==> config.mk <==
export PLATFORM = sky130hd
export DESIGN_NAME = egb_div
export DESIGN_NICKNAME = d
export VERILOG_FILES = /design/src/hdl/egb_pkg.sv /design/src/hdl/egb_div.sv
export SDC_FILE = /design/constraint.sdc
export NUM_CORES = 1
export LEC_CHECK = 0
export ABC_AREA = 1
export BUFFER_PORTS_ARGS = -buffer_cell sky130_fd_sc_hd__buf_2
export CAP_MARGIN = 20
export CORE_MARGIN = 2
export CORE_UTILIZATION = 40
export CTS_CLUSTER_DIAMETER = 60
export DETAILED_ROUTE_END_ITERATION = 16
export SLEW_MARGIN = 30
export SYNTH_ARGS = -nofsm -noshare
export SYNTH_HDL_FRONTEND = slang
export SYNTH_SLANG_ARGS = --single-unit
==> constraint.sdc <==
create_clock -name i_clk -period 2.55 [get_ports i_clk]
set_clock_uncertainty 0.1 [all_clocks]
set_input_delay 0.6375 -clock i_clk [delete_from_list [all_inputs] [get_ports i_clk]]
set_output_delay 0.6375 -clock i_clk [all_outputs]
set_load 0.02 [all_outputs]
==> src/hdl/egb_pkg.sv <==
// ----------------------------------------------------------------------------
// egb_pkg: shared types and constants of the epsilon-greedy bandit weights
// Table sizes, field widths, register reset values and the sequencer states.
// ----------------------------------------------------------------------------
package egb_pkg;

    localparam int LAYERS    = 4;
    localparam int POSITIONS = 256;
    localparam int MAX_ARMS  = 16;

    localparam int LAYER_W = 2;
    localparam int POS_W   = 8;
    localparam int ARM_W   = 4;
    localparam int SLOT_W  = LAYER_W + POS_W;
    localparam int VAL_AW  = SLOT_W + ARM_W;
    localparam int VAL_W   = 16;
    localparam int CNT_W   = 5;
    localparam int RATE_W  = 16;
    localparam int WGT_W   = 15;

    localparam int DIV_NUM_W = 21;
    localparam int DIV_DEN_W = 6;
    localparam int QUOT_W    = 16;

    localparam int S_TDATA_W = 48;
    localparam int M_TDATA_W = 24;

    localparam logic [CNT_W-1:0]  ARM_COUNT_RST    = 5'd16;
    localparam logic [RATE_W-1:0] LEARN_RATE_RST   = 16'd6554;
    localparam logic [RATE_W-1:0] EXPLORE_RATE_RST = 16'd6554;
    localparam logic [RATE_W-1:0] PLAY_ROUNDS_RST  = 16'd0;
    localparam logic [QUOT_W-1:0] WEIGHT_OFFSET    = 16'd16384;

    typedef enum logic [1:0] {
        CFG_ARM_COUNT,
        CFG_LEARN_RATE,
        CFG_EXPLORE_RATE,
        CFG_PLAY_ROUNDS
    } t_cfg_index;

    typedef enum logic [3:0] {
        S_IDLE,
        S_ARM_RD,
        S_VAL_RD,
        S_MUL,
        S_UPD,
        S_SCAN,
        S_DIVGO,
        S_DIV,
        S_OUT
    } t_state;

    // Arms in use: zero acts as one, anything above the table size is capped.
    function automatic logic [CNT_W-1:0] arms_in_use(input logic [CNT_W-1:0] count);
        logic [CNT_W-1:0] n;
        n = count;
        if (count == '0) begin
            n = CNT_W'(1);
        end else if (32'(count) > MAX_ARMS) begin
            n = CNT_W'(MAX_ARMS);
        end
        return n;
    endfunction

endpackage

==> src/hdl/egb_div.sv <==
// ----------------------------------------------------------------------------
// egb_div: radix-2 restoring divider for the weight computation
// Produces a 16-bit quotient one bit per cycle; the quotient must fit 16 bits.
// ----------------------------------------------------------------------------
module egb_div (
    input  logic                           i_clk,
    input  logic                           i_rst_n,
    input  logic                           i_start,
    input  logic [egb_pkg::DIV_NUM_W-1:0]  i_num,
    input  logic [egb_pkg::DIV_DEN_W-1:0]  i_den,
    output logic                           o_done,
    output logic [egb_pkg::QUOT_W-1:0]     o_quot
);

    localparam int DW = egb_pkg::DIV_DEN_W;
    localparam int QW = egb_pkg::QUOT_W;
    localparam int KW = $clog2(QW + 1);

    logic [DW-1:0] r_rem, n_rem;
    logic [QW-1:0] r_q, n_q;
    logic [DW-1:0] r_den;
    logic [KW-1:0] r_cnt;
    logic          r_busy;
    logic          r_done;
    logic [DW:0]   w_trial;
    logic          w_ge;

    assign w_trial = {r_rem, r_q[QW-1]};
    assign w_ge    = (w_trial >= {1'b0, r_den});

    always_comb begin
        n_rem = w_trial[DW-1:0];
        if (w_ge) begin
            n_rem = DW'(w_trial - {1'b0, r_den});
        end
        n_q = {r_q[QW-2:0], w_ge};
    end

    always_ff @(posedge i_clk) begin
        if (!i_rst_n) begin
            r_busy <= 1'b0;
            r_done <= 1'b0;
            r_cnt  <= '0;
        end else begin
            r_done <= 1'b0;
            if (i_start) begin
                r_busy <= 1'b1;
                r_cnt  <= '0;
            end else if (r_busy) begin
                r_cnt <= r_cnt + KW'(1);
                if (r_cnt == KW'(QW - 1)) begin
                    r_busy <= 1'b0;
                    r_done <= 1'b1;
                end
            end
        end
    end

    always_ff @(posedge i_clk) begin
        if (i_start) begin
            r_rem <= DW'(i_num[egb_pkg::DIV_NUM_W-1:QW]);
            r_q   <= i_num[QW-1:0];
            r_den <= i_den;
        end else if (r_busy) begin
            r_rem <= n_rem;
            r_q   <= n_q;
        end
    end

    assign o_done = r_done;
    assign o_quot = r_q;

endmodule

* After elaboration in Yosys (flattened, before gate mapping)
Cells that the tools add are included.
Storage, ports and cells: logic and storage cells 25, register bits 35
Cells by class: equal/unequal tests 1, order comparisons 1, reduce and logical (&&, ||, !) cells 3, muxes and demuxes 9, add/sub/neg operators 2, bitwise logic cells 2
Operators with widths (count):
- 2-to-1 mux 16 bit | 2
- 2-to-1 mux 5 bit | 2
- >= comparator 7 x 6 -> 1 bit | 1
- 2-to-1 mux 6 bit | 1
- subtractor 6 bit | 1
- adder 5 x 1 -> 5 bit (second input constant) | 1
- == test 5 x 4 -> 1 bit (second input constant) | 1
- 2-to-1 mux 1 bit | 4
- OR reduction 3 bit | 1
- NOT 1 bit | 2
- nonzero test 2 bit | 1
- OR reduction 2 bit | 1

* Depth between registers and ports, before layout
Gate-level depths: netlist (run 1).
depth in word-level cells 4, gate-level depth with buffers 10, gate-level depth less buffers 10

* Worst setup path after synthesis (run 1)
Ideal clock, no wire load.
path kind reg2reg, from reg r_q[15], in the netlist o_quot[15], to reg r_rem[4], data pin, clock period less this slack 2.024 ns, slack 0.526 ns, stages on the path, launching flop included 9, data required time 2.197 ns, setup time 0.253 ns, data arrival time 1.671 ns, buffers on the path 0, cells stage by stage edfxtp_1 > inv_1 > ha_1 > fa_1 > nand3b_1 > a21boi_0 > o21ai_2 > nand3_1 > nand2_1
Between the ends: longest elaborated chain between the ends 4, elaborated cells on any way between the ends 5
Ends and longest elaborated chain:
- from (decl) | RTL line egb_div.sv:20 | logic [QW-1:0] r_q, n_q;
- from (signal assigned) | RTL line egb_div.sv:62 | r_q <= i_num[QW-1:0];
- from (signal assigned) | RTL line egb_div.sv:66 | r_q <= n_q;
- subtractor 6 bit or >= comparator 7 x 6 -> 1 bit (tied branches) | RTL line egb_div.sv:34, egb_div.sv:29
- 2-to-1 mux 6 bit (*) | RTL line egb_div.sv:33 | if (w_ge) begin
- 2-to-1 mux 5 bit (*) | RTL line egb_div.sv:64 | end else if (r_busy) begin
- 2-to-1 mux 5 bit (*) | RTL line egb_div.sv:60 | if (i_start) begin
- to (signal assigned) | RTL line egb_div.sv:61 | r_rem <= DW'(i_num[egb_pkg::DIV_NUM_W-1:QW]);
- to (signal assigned) | RTL line egb_div.sv:65 | r_rem <= n_rem;
- to (decl) | RTL line egb_div.sv:19 | logic [DW-1:0] r_rem, n_rem;
Mark *: on every way between the ends. The rest lies on a longest branch, timed or not. The select of a mux whose other input is x is not followed. A chain may end at the register's enable or synchronous reset.

* Worst setup path in the final report (run 1)
from reg r_rem[2], to reg r_rem[1], data pin
Between the ends: longest elaborated chain between the ends 4
Ends and longest elaborated chain:
- >= comparator 7 x 6 -> 1 bit | RTL line egb_div.sv:29 | assign w_ge = (w_trial >= {1'b0, r_den});
- 2-to-1 mux 6 bit | RTL line egb_div.sv:33
- 2-to-1 mux 5 bit | RTL line egb_div.sv:64
- 2-to-1 mux 5 bit | RTL line egb_div.sv:60
Every way passes these cells. The select of a mux whose other input is x is not followed.

==> qor.csv, run 1 <==
metric,value,unit
routing usage on met2,26.7,%
initial antenna violation count,0,
Global Route Usage Sum,16.5,%
Filler Cells Inserted,445,
via count,1494,
Reg2Reg Launch Point,r_rem[2]$_DFFE_PP_,
grt total ovfl,0,
Setup crit start kind,flop,
critical path class,flop to flop,
fin nets,300,
IO buf count,46,
CP max FO,7,
critical path's top delay family,simple AND/OR/NAND/NOR gates,
routed length per placed instance,12.0,um
CTS sink cnt,35,
"leading cell type in the layout, fill and taps excluded",nand2_1,
Worst R2R Path Depth,8,
drt first-iter violations,61,
Required @ worst endpoint,2.50,ns
Slew headroom,55.5,%
TritonCTS clock tree,done,
post-DP HPWL,2.89,mm
core box area,4440,um^2
Slew Limit Fails,0,
max-cap violations,0,
Crit path depth,8,
Syn Inst Count,211,
Post-Place Worst Slack,0.545,ns
Synth cell types,28,
worst setup margin,0.584,ns
grt met1 use,20.2,%
num rows,24,
CTS root buf,clkbuf_8,
Crit path arrival time,1.91,ns
IR Drop Worst-Case VDD,0.000309,V
setup violators final,0,
Die Span X,72.6,um
Critical Path Most Common Cell,nand2_1,
post-detailed-route count of antenna-violating nets,0,
number of global-route vias before repair,1478,
final hold vios,0,
"commonest cells after routing, fill and taps aside","nand2_1, buf_2, edfxtp_1",
RD Place Congestion,0.785,
synth warn,0,
Yosys reg bits,35,
DIE AREA,5270,um^2
Resized Gates After CTS,0,
fmax,509,MHz
CP max stage cell,edfxtp_1,
unrepaired setup endpoints after global routing,no,
syn_area_per_cell,8.92,um^2
hold crit path type,flop to flop,
layout cells sized above 1,25.7,%
die height,72.6,um
PD cells,718,nW/um^2
Worst Setup SP,r_rem[2]$_DFFE_PP_,
hold_buf cts,0,
H-tree Lvls,2,
Worst-path clk slew,0.07,ns
via density per instance,4.77,
CTS buffer count,5,
worst hold stages,1,
Top-Level Pins,47,
diode count,0,
Pre-antenna DRT Iters,4,
clock insertion delay at the later pin of the skew report,0.29,ns
Post-CTS Setup Bufs,0,
setup TNS,0,ns
fin crit period,1.97,ns
Initial Util,42.3,%
first-pass GRT wire length,6.53,mm
Worst Path Buf+Inv,0,
CP Capture Type,flop,
largest net degree at the start of global routing,23,
Mapped Nets,251,
CTS max path bufs,2,
sequential share of the synthesized area,51.6,%
Total Routed Length,3.77,mm
critical-path cell list,"ha_1, nand2_1, nor2_2, nand3_2, nand3_4, nand2_1, nand3_1, nand2_1",
HP Start,r_cnt[3]$_SDFFE_PP0P_,
gr busiest metal,met2,
met3 usage,4.97,%
Synth Cell Area,1880,um^2
DRC viols,0,
Tcrit/Tclk final,77.1,%
status,completed,
Area Growth Syn to Fin,19.2,%
max incr delay on CP,0.40,ns
Slew @ Worst Pin,0.667,ns
Pleak,1.11,nW
power by group:
part           switching (mW)  internal [mW]
logic                   0.298          0.178
registers              0.0362          0.692
clock network           0.190          0.218
layout make-up:
cell class	count	area [um^2]	area share, %
timing repair buffer	48	245	10.9
tap	52	65.1	2.90
sequential	35	971	43.3
multi-input combinational	145	777	34.6
clock buffer	7	86.3	3.85
inverter	25	93.8	4.18
clock inverter	1	5.00	0.223
path summary, 6_finish.rpt:
kind | end | slack [ns]
max | r_rem[1]$_DFFE_PP_ | 0.58
min reg2reg | r_cnt[3]$_SDFFE_PP0P_ | 0.35
max reg2reg | r_rem[1]$_DFFE_PP_ | 0.58
min | r_cnt[3]$_SDFFE_PP0P_ | 0.35
kinds of logic after synthesis:
logic type	share of synthesized area, %
fa+ha+maj	7.05
buf+inv	7.11
flops	51.6
compound gates	4.32
xor+xnor	0.931
simple gates	29.0
routing by layer:
metal	share of wire, %	up-vias
met5	0	-
met4	2.1	0
met3	4.8	7
met2	46	29
met1	47	676
li1	-	782
synthesized netlist by cell type:
library cell / count / area (um^2)
nand4_1: 7 / 43.8
nor2_2: 3 / 18.8
o21ai_0: 3 / 15.0
clkbuf_8: 1 / 13.8
inv_2: 1 / 3.75
a21oi_1: 4 / 20.0
clkbuf_1: 4 / 15.0
nor3_1: 1 / 5.00
and3_1: 1 / 6.26
a211oi_1: 1 / 7.51
buf_6: 1 / 11.3
a21boi_0: 1 / 7.51
inv_1: 24 / 90.1
a31oi_1: 1 / 6.26
or2_4: 2 / 17.5
nand2_1: 86 / 323
fa_1: 1 / 20.0
nand3_1: 7 / 35.0
dfxtp_1: 8 / 160
nor2_1: 9 / 33.8
a21oi_4: 1 / 16.3
o21ai_2: 1 / 8.76
nand3_2: 2 / 20.0
ha_1: 9 / 113
edfxtp_1: 27 / 811
xor2_1: 2 / 17.5
nand3_4: 2 / 35.0
nand3b_1: 1 / 7.51
state kept, by name (all words and copies together), names as in the netlist:
register,count
o_done,1
o_quot,16
r_busy,1
r_cnt,5
r_den,6
r_rem,6
worst register-to-register path: stages, from the launching register on:
cell	delay, ns
edfxtp_1	0.40
ha_1	0.39
nand2_1	0.12
nor2_2	0.13
nand3_2	0.18
nand3_4	0.19
nand2_1	0.07
nand3_1	0.07
nand2_1	0.07
metrics by stage:
stage / power, mW / util [%] / cell area (um^2) / hold WS [ns] / std cells
after floorplan: 1.09 / - / 1880 / 0.320 / 211
after global placement: 1.21 / 48.4 / 2150 / 0.340 / 305
after detailed placement: 1.22 / 48.4 / 2150 / 0.342 / 305
after CTS: 1.64 / 50.5 / 2240 / 0.351 / 313
after global routing: 1.72 / 50.5 / 2240 / 0.386 / 313
final: 1.61 / 50.5 / 2240 / 0.349 / 313
No activity file was read; power rests on OpenSTA's default activity.
==> inputs of run 2 (changes only) <==
--- a/config.mk
+++ b/config.mk
@@ -12,6 +12,7 @@
 export CORE_UTILIZATION = 40
 export CTS_CLUSTER_DIAMETER = 60
 export DETAILED_ROUTE_END_ITERATION = 16
+export PLACE_DENSITY = 0.65
 export SLEW_MARGIN = 30
 export SYNTH_ARGS = -nofsm -noshare
 export SYNTH_HDL_FRONTEND = slang
==> constraint.sdc (replaced) <==
create_clock -name i_clk -period 1.7 [get_ports i_clk]
set_clock_uncertainty 0.1 [all_clocks]
set_input_delay 0.425 -clock i_clk [delete_from_list [all_inputs] [get_ports i_clk]]
set_output_delay 0.425 -clock i_clk [all_outputs]
set_load 0.02 [all_outputs]
==> qor.csv, run 2 (synthesis gave the netlist of run 1 again) <==
metric,value,unit
layout cells sized above 1,35.9,%
CTS sink cnt,35,
clock insertion delay at the later pin of the skew report,0.28,ns
status,finished with violations,
CP max stage cell,edfxtp_1,
critical path's top delay family,adder cells,
diode count,0,
fin crit period,1.84,ns
Post-Place Worst Slack,-0.201,ns
Top-Level Pins,47,
fmax,545,MHz
CP Capture Type,flop,
post-detailed-route count of antenna-violating nets,0,
critical path class,flop to flop,
num rows,24,
Area Growth Syn to Fin,34.0,%
failing checks,negative setup slack,
DIE AREA,5270,um^2
Pleak,1.22,nW
die height,72.6,um
RD Place Congestion,0.791,
Hold Crit Endpoint,r_den[0]$_DFFE_PP_,
core box area,4440,um^2
grt total ovfl,0,
Min Hold Slack,0.214,ns
H-tree Lvls,2,
Slew headroom,58.3,%
max incr delay on CP,0.41,ns
Crit path arrival time,1.77,ns
FF-to-FF End,r_rem[4]$_DFFE_PP_,
Global Route Usage Sum,16.2,%
multi-input logic area,878,um^2
max reg flops,16,
Required @ worst endpoint,1.63,ns
Filler Cells Inserted,420,
number of global-route vias before repair,1508,
CTS buffer count,5,
post-DP HPWL,2.88,mm
max-cap violations,0,
worst hold stages,1,
HP Start,i_den[0],
Slew @ Worst Pin,0.624,ns
unrepaired setup endpoints after global routing,yes,
IR Drop Worst-Case VDD,0.000745,V
Setup crit start kind,flop,
final hold vios,0,
Initial Util,42.3,%
hold crit path type,primary input to flop,
PD cells,1060,nW/um^2
"leading cell type in the layout, fill and taps excluded",nand2_1,
CTS root buf,clkbuf_8,
fin nets,323,
Worst-path clk slew,0.07,ns
Worst R2R Path Depth,7,
Reg2Reg Setup Slack,-0.14,ns
register area,971,um^2
setup violators final,7,
routed length per placed instance,11.8,um
Total Routed Length,3.96,mm
via density per instance,4.71,
Tcrit/Tclk final,108,%
CTS max path bufs,2,
Worst Path Buf+Inv,0,
"commonest cells after routing, fill and taps aside","nand2_1, buf_2, edfxtp_1",
Die Span X,72.6,um
CP max FO,2,
critical-path cell list,"ha_2, fa_2, nand3b_1, a21boi_2, o21ai_2, nand3_1, nand2_1",
Post-DP Area,2300,um^2
initial antenna violation count,0,
worst setup margin,-0.136,ns
fin util,56.7,%
TritonCTS clock tree,done,
Pre-antenna DRT Iters,4,
DRC viols,0,
via count,1583,
Reg2Reg Launch Point,r_den[0]$_DFFE_PP_,
largest net degree at the start of global routing,23,
Slew Limit Fails,0,
Finished Cell Area,2520,um^2
first-pass GRT wire length,6.53,mm
IO buf count,46,
drt first-iter violations,56,
## run 2: where the power goes
| group | leakage, nW | total, mW | switching (mW) | internal, mW |
|---|---|---|---|---|
| sequential | 0.339 | 1.11 | 0.0693 | 1.04 |
| combinational | 0.844 | 0.997 | 0.528 | 0.469 |
| clock | 0.0395 | 0.560 | 0.269 | 0.291 |
## run 2: area by class of cell
cell class | count | share of cell area, %
clock buffer | 8 | 3.18
sequential | 35 | 38.5
multi-input combinational | 145 | 34.8
inverter | 25 | 3.82
timing repair buffer | 71 | 17.1
tap | 52 | 2.58
## run 2: layer usage
| layer | up-vias | track usage, % | share of wire, % |
|---|---|---|---|
| met3 | 6 | 3.73 | 3.6 |
| li1 | 829 | - | - |
| met2 | 30 | 28.6 | 51 |
| met5 | - | 0 | 0 |
| met4 | 0 | 4.94 | 1.1 |
| met1 | 718 | 19.5 | 45 |
## run 2: worst max path at each step
stage | slack, ns | start | cells past startpoint | end
6_report | -0.14 | r_den[0]$_DFFE_PP_ | 7 | r_rem[4]$_DFFE_PP_
5_1_grt | -0.24 | o_quot[15]$_DFFE_PP_ | 8 | r_rem[4]$_DFFE_PP_
4_1_cts | -0.13 | r_den[0]$_DFFE_PP_ | 7 | r_rem[4]$_DFFE_PP_
3_5_place_dp | -0.20 | r_rem[3]$_DFFE_PP_ | 8 | r_rem[3]$_DFFE_PP_
3_3_place_gp | -0.15 | r_den[0]$_DFFE_PP_ | 7 | r_rem[4]$_DFFE_PP_
2_1_floorplan | -0.17 | o_quot[15]$_DFFE_PP_ | 8 | r_rem[4]$_DFFE_PP_
## run 2: repair_timing
action	CTS	global route
pin swaps	5	0
resized for setup	15	2
endpoints found under the setup margin	7	7
hold buffers	0	0
buffers inserted	6	0
## run 2: stage by stage
step / total power [mW] / instances / TNS, ns
5_1_grt: 2.84 / 336 / -1.24
4_1_cts: 2.66 / 336 / -0.388
6_report: 2.66 / 336 / -0.446
2_1_floorplan: 1.64 / 211 / -0.285
3_5_place_dp: 1.95 / 322 / -1.22
3_3_place_gp: 1.95 / 322 / -0.773
==> inputs of run 3 (changes only) <==
--- a/config.mk
+++ b/config.mk
@@ -12,7 +12,7 @@
 export CORE_UTILIZATION = 40
 export CTS_CLUSTER_DIAMETER = 60
 export DETAILED_ROUTE_END_ITERATION = 16
-export PLACE_DENSITY = 0.65
+export PLACE_DENSITY_LB_ADDON = 0.15
 export SLEW_MARGIN = 30
 export SYNTH_ARGS = -nofsm -noshare
 export SYNTH_HDL_FRONTEND = slang
==> qor.csv, run 3 (synthesis gave the netlist of run 1 again) <==
metric,value,unit
max-cap violations,0,
CTS buffer count,5,
RD Place Congestion,0.852,
via count,1562,
clock insertion delay at the later pin of the skew report,0.28,ns
critical path class,flop to flop,
CTS sink cnt,35,
post-DP HPWL,2.94,mm
diode count,0,
Pleak,1.22,nW
Filler Cells Inserted,426,
Reg2Reg Launch Point,r_den[0]$_DFFE_PP_,
fin crit period,1.81,ns
CTS root buf,clkbuf_8,
fin nets,320,
Setup crit start kind,flop,
post-detailed-route count of antenna-violating nets,0,
status,finished with violations,
num rows,24,
CP Capture Type,flop,
TritonCTS clock tree,done,
hold crit path type,primary input to flop,
IO buf count,46,
"leading cell type in the layout, fill and taps excluded",nand2_1,
H-tree Lvls,2,
die height,72.6,um
failing checks,negative setup slack,
CP max FO,2,
Total Routed Length,4.02,mm
largest net degree at the start of global routing,23,
setup violators final,7,
Tcrit/Tclk final,107,%
first-pass GRT wire length,6.67,mm
Worst Setup SP,r_den[0]$_DFFE_PP_,
unrepaired setup endpoints after global routing,yes,
hold_buf cts,0,
Worst-path clk slew,0.07,ns
HP Start,i_den[0],
Initial Util,42.3,%
Slew Limit Fails,0,
core box area,4440,um^2
worst setup margin,-0.114,ns
Die Span X,72.6,um
number of global-route vias before repair,1466,
DIE AREA,5270,um^2
final hold vios,0,
DRC viols,0,
fmax,551,MHz
initial antenna violation count,0,
Slew headroom,56.8,%
Slew @ Worst Pin,0.647,ns
"commonest cells after routing, fill and taps aside","nand2_1, buf_2, edfxtp_1",
routed length per placed instance,12.1,um
Crit path arrival time,1.76,ns
IR Drop Worst-Case VDD,0.000489,V
CTS max path bufs,2,
PD cells,1070,nW/um^2
Pre-antenna DRT Iters,4,
Global Route Usage Sum,16.8,%
max reg flops,16,
Post-Place Worst Slack,-0.167,ns
Reg2Reg Setup Slack,-0.11,ns
overall power,2.71,mW
via density per instance,4.69,
Top-Level Pins,47,
Area Growth Syn to Fin,34.4,%
Required @ worst endpoint,1.64,ns
grt total ovfl,0,
layout cells sized above 1,37.4,%
drt first-iter violations,61,
run 3: changes by cell type in the layout (fill, tap and decap cells not counted), sizes merged:
cell / change
buf: -3
clkbuf: -1
clkinv: +1
run 3: metal layers:
metal | vias to the layer above | GRT usage [%] | wire, um
met2 | 31 | 26.7 | 2000
met5 | - | 0 | 0
met1 | 705 | 21.9 | 1820
li1 | 821 | - | -
met3 | 5 | 4.56 | 149
met4 | 0 | 6.79 | 56
run 3: path summary, 6_finish.rpt:
path	endpoint	cells after the start
worst min-delay path	r_den[0]$_DFFE_PP_	1
worst max-delay path	r_rem[4]$_DFFE_PP_	7
worst max register to register	r_rem[4]$_DFFE_PP_	7
worst min register to register	r_cnt[3]$_SDFFE_PP0P_	1
run 3: layout make-up:
class | count | area, um^2 | area share [%]
Sequential cell | 35 | 971 | 38.4
Multi-Input combinational cell | 145 | 898 | 35.5
Timing Repair Buffer | 68 | 408 | 16.1
Inverter | 25 | 96.3 | 3.81
Clock buffer | 7 | 86.3 | 3.41
Tap cell | 52 | 65.1 | 2.57
Clock inverter | 1 | 3.75 | 0.148
run 3: stage by stage:
step	cells	TNS, ns	hold slack (ns)	util, %	area (um^2)
final	333	-0.450	0.212	56.9	2530
after global routing	333	-1.13	0.191	56.9	2530
after CTS	327	-0.680	0.198	54.4	2420
after detailed placement	319	-0.963	0.335	51.2	2270
after global placement	319	-0.751	0.338	51.2	2270
after floorplan	211	-0.285	0.320	-	1890
run 3: worst max-delay path, cell delays in order (launching register included):
cell	delay, ns
edfxtp_1	0.41
ha_2	0.20
fa_2	0.34
nand3b_1	0.20
a21boi_2	0.15
o21ai_2	0.06
nand3_1	0.06
nand2_1	0.06
run 3: power by group:
| group | switching, mW | internal, mW | leakage [nW] |
|---|---|---|---|
| clock network | 0.285 | 0.324 | 0.0459 |
| registers | 0.0670 | 1.04 | 0.339 |
| logic | 0.542 | 0.451 | 0.834 |
| total | 0.894 | 1.81 | 1.22 |
run 3: repair_timing:
item / 4_1_cts / 5_1_grt
pin swaps: 8 / 9
setup buffers: 0 / 6
setup endpoints to repair: 7 / 7
gates resized for setup: 7 / 15
endpoints found under the hold margin: 0 / 0
